$ cat src/lpr_div_cell.sv
// lpr_div_cell: one restoring-division cell, producing one quotient bit per request.
// Stand-alone; chained by lpr_divider.
`default_nettype none
module lpr_div_cell #(
   parameter int DW = 22,
   parameter int VW = 12,
   parameter int PW = 8
) (
   input  wire logic          clock,
   input  wire logic          reset,
   input  wire logic          in_valid,
   input  wire logic [VW-1:0] in_rem,
   input  wire logic [DW-1:0] in_work,
   input  wire logic [VW-1:0] in_dvs,
   input  wire logic [PW-1:0] in_side,
   output logic               out_valid,
   output logic [VW-1:0]      out_rem,
   output logic [DW-1:0]      out_work,
   output logic [VW-1:0]      out_dvs,
   output logic [PW-1:0]      out_side
);

   logic          valid_ff;
   logic [VW-1:0] rem_ff, rem_in;
   logic [DW-1:0] work_ff, work_in;
   logic [VW-1:0] dvs_ff;
   logic [PW-1:0] side_ff;
   logic [VW:0]   trial, diff;
   logic          ge;

   // shift in the next dividend bit and try the subtract
   always_comb begin
      trial   = {in_rem, in_work[DW-1]};
      diff    = trial - {1'b0, in_dvs};
      ge      = (trial >= {1'b0, in_dvs});
      rem_in  = ge ? diff[VW-1:0] : trial[VW-1:0];
      work_in = {in_work[DW-2:0], ge};
   end

   always_ff @(posedge clock) begin
      if (reset) begin
         valid_ff <= 1'b0;
      end else begin
         valid_ff <= in_valid;
      end
      rem_ff  <= rem_in;
      work_ff <= work_in;
      dvs_ff  <= in_dvs;
      side_ff <= in_side;
   end

   assign out_valid = valid_ff;
   assign out_rem   = rem_ff;
   assign out_work  = work_ff;
   assign out_dvs   = dvs_ff;
   assign out_side  = side_ff;

endmodule
`default_nettype wire

$ cat src/lpr_divider.sv
// lpr_divider: unsigned divider built as a row of lpr_div_cell, one cell per quotient bit.
// Depends on lpr_div_cell. Each cell is a register stage; one request per cycle.
`default_nettype none
module lpr_divider #(
   parameter int DW = 22,
   parameter int VW = 12,
   parameter int PW = 8
) (
   input  wire logic          clock,
   input  wire logic          reset,
   input  wire logic          in_valid,
   input  wire logic [DW-1:0] in_dividend,
   input  wire logic [VW-1:0] in_divisor,
   input  wire logic [PW-1:0] in_side,
   output logic               out_valid,
   output logic [DW-1:0]      out_quotient,
   output logic [VW-1:0]      out_remainder,
   output logic [PW-1:0]      out_side
);

   logic          v_q    [0:DW];
   logic [VW-1:0] rem_q  [0:DW];
   logic [DW-1:0] work_q [0:DW];
   logic [VW-1:0] dvs_q  [0:DW];
   logic [PW-1:0] side_q [0:DW];

   assign v_q[0]    = in_valid;
   assign rem_q[0]  = '0;
   assign work_q[0] = in_dividend;
   assign dvs_q[0]  = in_divisor;
   assign side_q[0] = in_side;

   // one cell per quotient bit, MSB first
   for (genvar i = 0; i < DW; i++) begin : g_cell
      lpr_div_cell #(.DW(DW), .VW(VW), .PW(PW)) u_cell (
         .clock     (clock),
         .reset     (reset),
         .in_valid  (v_q[i]),
         .in_rem    (rem_q[i]),
         .in_work   (work_q[i]),
         .in_dvs    (dvs_q[i]),
         .in_side   (side_q[i]),
         .out_valid (v_q[i+1]),
         .out_rem   (rem_q[i+1]),
         .out_work  (work_q[i+1]),
         .out_dvs   (dvs_q[i+1]),
         .out_side  (side_q[i+1])
      );
   end

   assign out_valid     = v_q[DW];
   assign out_quotient  = work_q[DW];
   assign out_remainder = rem_q[DW];
   assign out_side      = side_q[DW];

endmodule
`default_nettype wire

$ cat config.mk
export PLATFORM = sky130hd
export DESIGN_NAME = lpr_divider
export DESIGN_NICKNAME = d
export VERILOG_FILES = /design/src/lpr_div_cell.sv /design/src/lpr_divider.sv
export SDC_FILE = /design/constraint.sdc
export NUM_CORES = 1
export LEC_CHECK = 0
export CAP_MARGIN = 10
export CORE_AREA = 2 2 249 251
export CTS_BUF_LIST = sky130_fd_sc_hd__clkbuf_8
export CTS_CLUSTER_DIAMETER = 60
export DETAILED_ROUTE_END_ITERATION = 8
export DIE_AREA = 0 0 251 253
export DONT_BUFFER_PORTS = 1
export HOLD_SLACK_MARGIN = 0.12
export PLACE_DENSITY = 0.85
export SYNTH_ARGS = -nofsm -noshare
export SYNTH_HDL_FRONTEND = slang
export SYNTH_SLANG_ARGS = --single-unit
$ cat constraint.sdc
create_clock -name clock -period 3.48 [get_ports clock]
set_input_delay 0.696 -clock clock [delete_from_list [all_inputs] [get_ports clock]]
set_output_delay 0.696 -clock clock [all_outputs]
set_load 0.005 [all_outputs]
==> results_dict.tcl <==
set metrics [dict create \
    grt_pass1_vias 23390 \
    timing.final.crit_period_ns 3.186 \
    grt_first_pass_wirelength_mm 106.9 \
    clock_tree.htree_level_count 4 \
    number_of_max_slew_violations_in_the_final_report 0 \
    clkTransAtPathRegs_ns 0.06 \
    detail_route.first_pass.iterations 5 \
    layout_nets 3795 \
    timing.final.crit_share 0.9154 \
    worst_ep_required_time_ns 4.20 \
    dominant_register_cell_in_the_synthesized_netlist "sky130_fd_sc_hd__dfxtp_1" \
    cts.repair_timing.setup_buffer_count 0 \
    cts_num_sinks 1198 \
    nFillCells 4081 \
    routed_wl_mm 64.44 \
    via_per_inst 5.193 \
    height_of_the_die_microns 253 \
    die_area_sq_um 63500 \
    final.setup_skew_ns 0.03675 \
    route.detailed.wl_per_inst_microns 14.65 \
    end_kind "flop" \
    groute.usage.overall 0.2044 \
    async_reset_ff_frac 0 \
    port_buffers 0 \
    ys_warn_count 0 \
    layout_cells_sized_above_1 0.1375 \
    place_hpwl_mm 44.01 \
    rsz0062_at_grt "no" \
    tightestPinTransition_ns 1.196 \
    power_density_nw_per_um2 896.9 \
    multi_input_comb_area_sq_um 13960 \
    gpl.final_weighted_congestion 0.8742 \
    remaining_drc_errors 0 \
    seq_area_sq_um 23980 \
    synth_area_sq_um 39300 \
    floorplan.initialDensity 0.6440 \
    floorplan.io_pins 88 \
    final.setup.tns_ns 0 \
    largest_net_degree_at_the_start_of_global_routing 23 \
    drv.max_cap_violation_count 0 \
    layout_common_cells "1198 x sky130_fd_sc_hd__dfxtp_1, 388 x sky130_fd_sc_hd__inv_1, 254 x sky130_fd_sc_hd__ha_1" \
    path_type_of_the_worst_setup_path "flop to flop" \
    family_of_cells_with_the_greatest_summed_delay_on_the_critical_path "compound AO/OA/AOI/OAI gates" \
    grt_overflow 0 \
    antenna_violations_before_repair 2 \
    max-slew-margin-rel 0.1980 \
    floorplan.rows 91 \
    hold_path.class "input port to flop" \
    clock_latency_ns 0.84 \
    ys_seq_elements 1198 \
    critical_path.cell_chain "inv_1 > ha_1 > nor2b_1 > o31a_1 > o21ai_0 > and2_1 > o21a_1 > o31ai_2 > mux2_2" \
    post_layout_nonfiller_instances 4399 \
    numCtsBuffers 175 \
    root_buffer "sky130_fd_sc_hd__clkbuf_8" \
    synth_area_per_cell_sq_um 11.99 \
    finalSetupViolCount 0 \
    critical_path_peak_fanout 13 \
    place_inst 4043 \
    die_x_microns 251 \
    synth_nets 3598 \
    worst_ir_drop_vdd_v 0.0004937 \
    power_leakage_nw 20.58 \
    hold_viol 0 \
    setup.reg_to_reg.worst_slack_ns 0.29 \
    ctsResizeCount 0 \
    worst_path_largest_cell_delay_ns 0.94 \
    synthesis.instances 3278 \
    worst-path-buf-inv 1 \
    synth.lib_cells_used.distinct 53 \
    num_vias 22840 \
    tritoncts "yes" \
    drt_iter0_markers 1119 \
    yosysSeqAreaShare 0.6102 \
    cts_buffer_depth 3 \
    core_area_sq_um 61030 \
    final_common_cell "sky130_fd_sc_hd__dfxtp_1" \
    outcome "finished, final reports clean" \
    antenna_violating_nets_post_route 0 \
    critPathLaunchType "flop" \
    fmax_ghz 0.3139 \
    flow.area_growth_from_synthesis_pct 12.65 \
    postLayoutCoreUtil 0.7255 \
    cp_data_arrival_time_ns 3.90 \
    synth-edff-count 0 \
    crit_path_top_delay_cell "sky130_fd_sc_hd__o31ai_2" \
]
through the flow:
stage / hold WS, ns / setup WS (ns) / total power (W) / cell area [sq um]
after floorplan: 0.3096 / 0.7736 / 0.02641 / 39300
after global placement: 0.3095 / 0.2871 / 0.02831 / 40250
after detailed placement: 0.3121 / 0.3374 / 0.02869 / 40250
after CTS: 0.1320 / 0.2726 / 0.03995 / 44270
after global routing: 0.1902 / 0.1256 / 0.04212 / 44280
final: 0.1964 / 0.2945 / 0.03971 / 44280
worst min-delay path: cells and delay by family:
kind | cells | cell delay, ns
buffers and inverters | 1 | 0.05
AND/OR/NAND/NOR | 1 | 0.12
adder cells (fa/ha/maj) | 1 | 0.12
worst paths after layout:
kind	from	endpoint	depth (start not counted)
setup / recovery	g_cell[1].u_cell.out_dvs[1]$_DFF_P_	g_cell[2].u_cell.out_rem[3]$_DFF_P_	9
hold / removal	in_divisor[1]	g_cell[0].u_cell.out_rem[1]$_SDFF_PN0_	3
setup reg to reg	g_cell[1].u_cell.out_dvs[1]$_DFF_P_	g_cell[2].u_cell.out_rem[3]$_DFF_P_	9
hold reg to reg	g_cell[7].u_cell.out_side[1]$_DFF_P_	g_cell[8].u_cell.out_side[1]$_DFF_P_	0
final cells by class:
type / instances / area share
Antenna cell: 2 / 0.0001130
Clock buffer: 217 / 0.06745
Clock inverter: 92 / 0.01328
Inverter: 332 / 0.02815
Multi-Input combinational cell: 1714 / 0.3154
Sequential cell: 1198 / 0.5417
Tap cell: 790 / 0.02232
Timing Repair Buffer: 54 / 0.01164
synth_stat cells (19+ instances only):
| cell type | instances | area [sq um] |
|---|---|---|
| sky130_fd_sc_hd__dfxtp_1 | 1198 | 23980 |
| sky130_fd_sc_hd__fa_1 | 21 | 420.4 |
| sky130_fd_sc_hd__a21oi_1 | 153 | 765.7 |
| sky130_fd_sc_hd__ha_1 | 254 | 3178 |
| sky130_fd_sc_hd__nand2_1 | 76 | 285.3 |
| sky130_fd_sc_hd__nor2_1 | 110 | 412.9 |
| sky130_fd_sc_hd__a21o_1 | 98 | 735.7 |
| sky130_fd_sc_hd__o21a_1 | 38 | 285.3 |
| sky130_fd_sc_hd__xnor2_1 | 86 | 753.2 |
| sky130_fd_sc_hd__nand2b_1 | 37 | 231.5 |
| sky130_fd_sc_hd__xor2_1 | 80 | 700.7 |
| sky130_fd_sc_hd__o21ai_0 | 102 | 510.5 |
| sky130_fd_sc_hd__mux2i_1 | 39 | 390.4 |
| sky130_fd_sc_hd__mux2_2 | 184 | 2072 |
| sky130_fd_sc_hd__nor2b_1 | 72 | 450.4 |
| sky130_fd_sc_hd__o31a_1 | 27 | 236.5 |
| sky130_fd_sc_hd__a31oi_1 | 23 | 143.9 |
| sky130_fd_sc_hd__nand3_1 | 70 | 350.3 |
| sky130_fd_sc_hd__and3_1 | 28 | 175.2 |
| sky130_fd_sc_hd__a2111oi_0 | 24 | 210.2 |
| sky130_fd_sc_hd__o311ai_0 | 19 | 166.4 |
| sky130_fd_sc_hd__inv_1 | 332 | 1246 |
| sky130_fd_sc_hd__nor3_1 | 22 | 110.1 |
report_power, final:
part	internal (W)	switching, W
Sequential	0.0162	0.00101
Combinational	0.00580	0.00572
Clock	0.00586	0.00515
per-layer routing:
layer | track usage | part of all wire
met1 | 0.2279 | 0.42
met2 | 0.3726 | 0.51
met3 | 0.04420 | 0.037
met4 | 0.09405 | 0.028
met5 | 0 | 0
logic make-up (layout without fill, tap and decap cells):
logic type                 count (synthesis)  count (layout)  share of synthesized area
adders and majority gates                275             275                    0.09155
xor gates and xnor gates                 166             166                    0.03699
AOI/OAI and AO/OA                        556             556                    0.09560
buffers and inverters                    366             695                    0.03655
and+or+nand+nor                          486             486                    0.06351
other                                      0               2                          0
DFF                                     1198            1198                     0.6102
muxes                                    231             231                    0.06561
flip-flops by register name, indices dropped and copies added (netlist names):
name / flops
g_cell.u_cell.out_work: 484
g_cell.u_cell.out_rem: 264
g_cell.u_cell.out_dvs: 252
g_cell.u_cell.out_side: 176
g_cell.u_cell.out_valid: 22
timing repair:
action	CTS	global route
setup endpoints to repair	0	0
hold buffers	44	0
endpoints found under the hold margin	74	0
(Power assumes the default switching activity.)
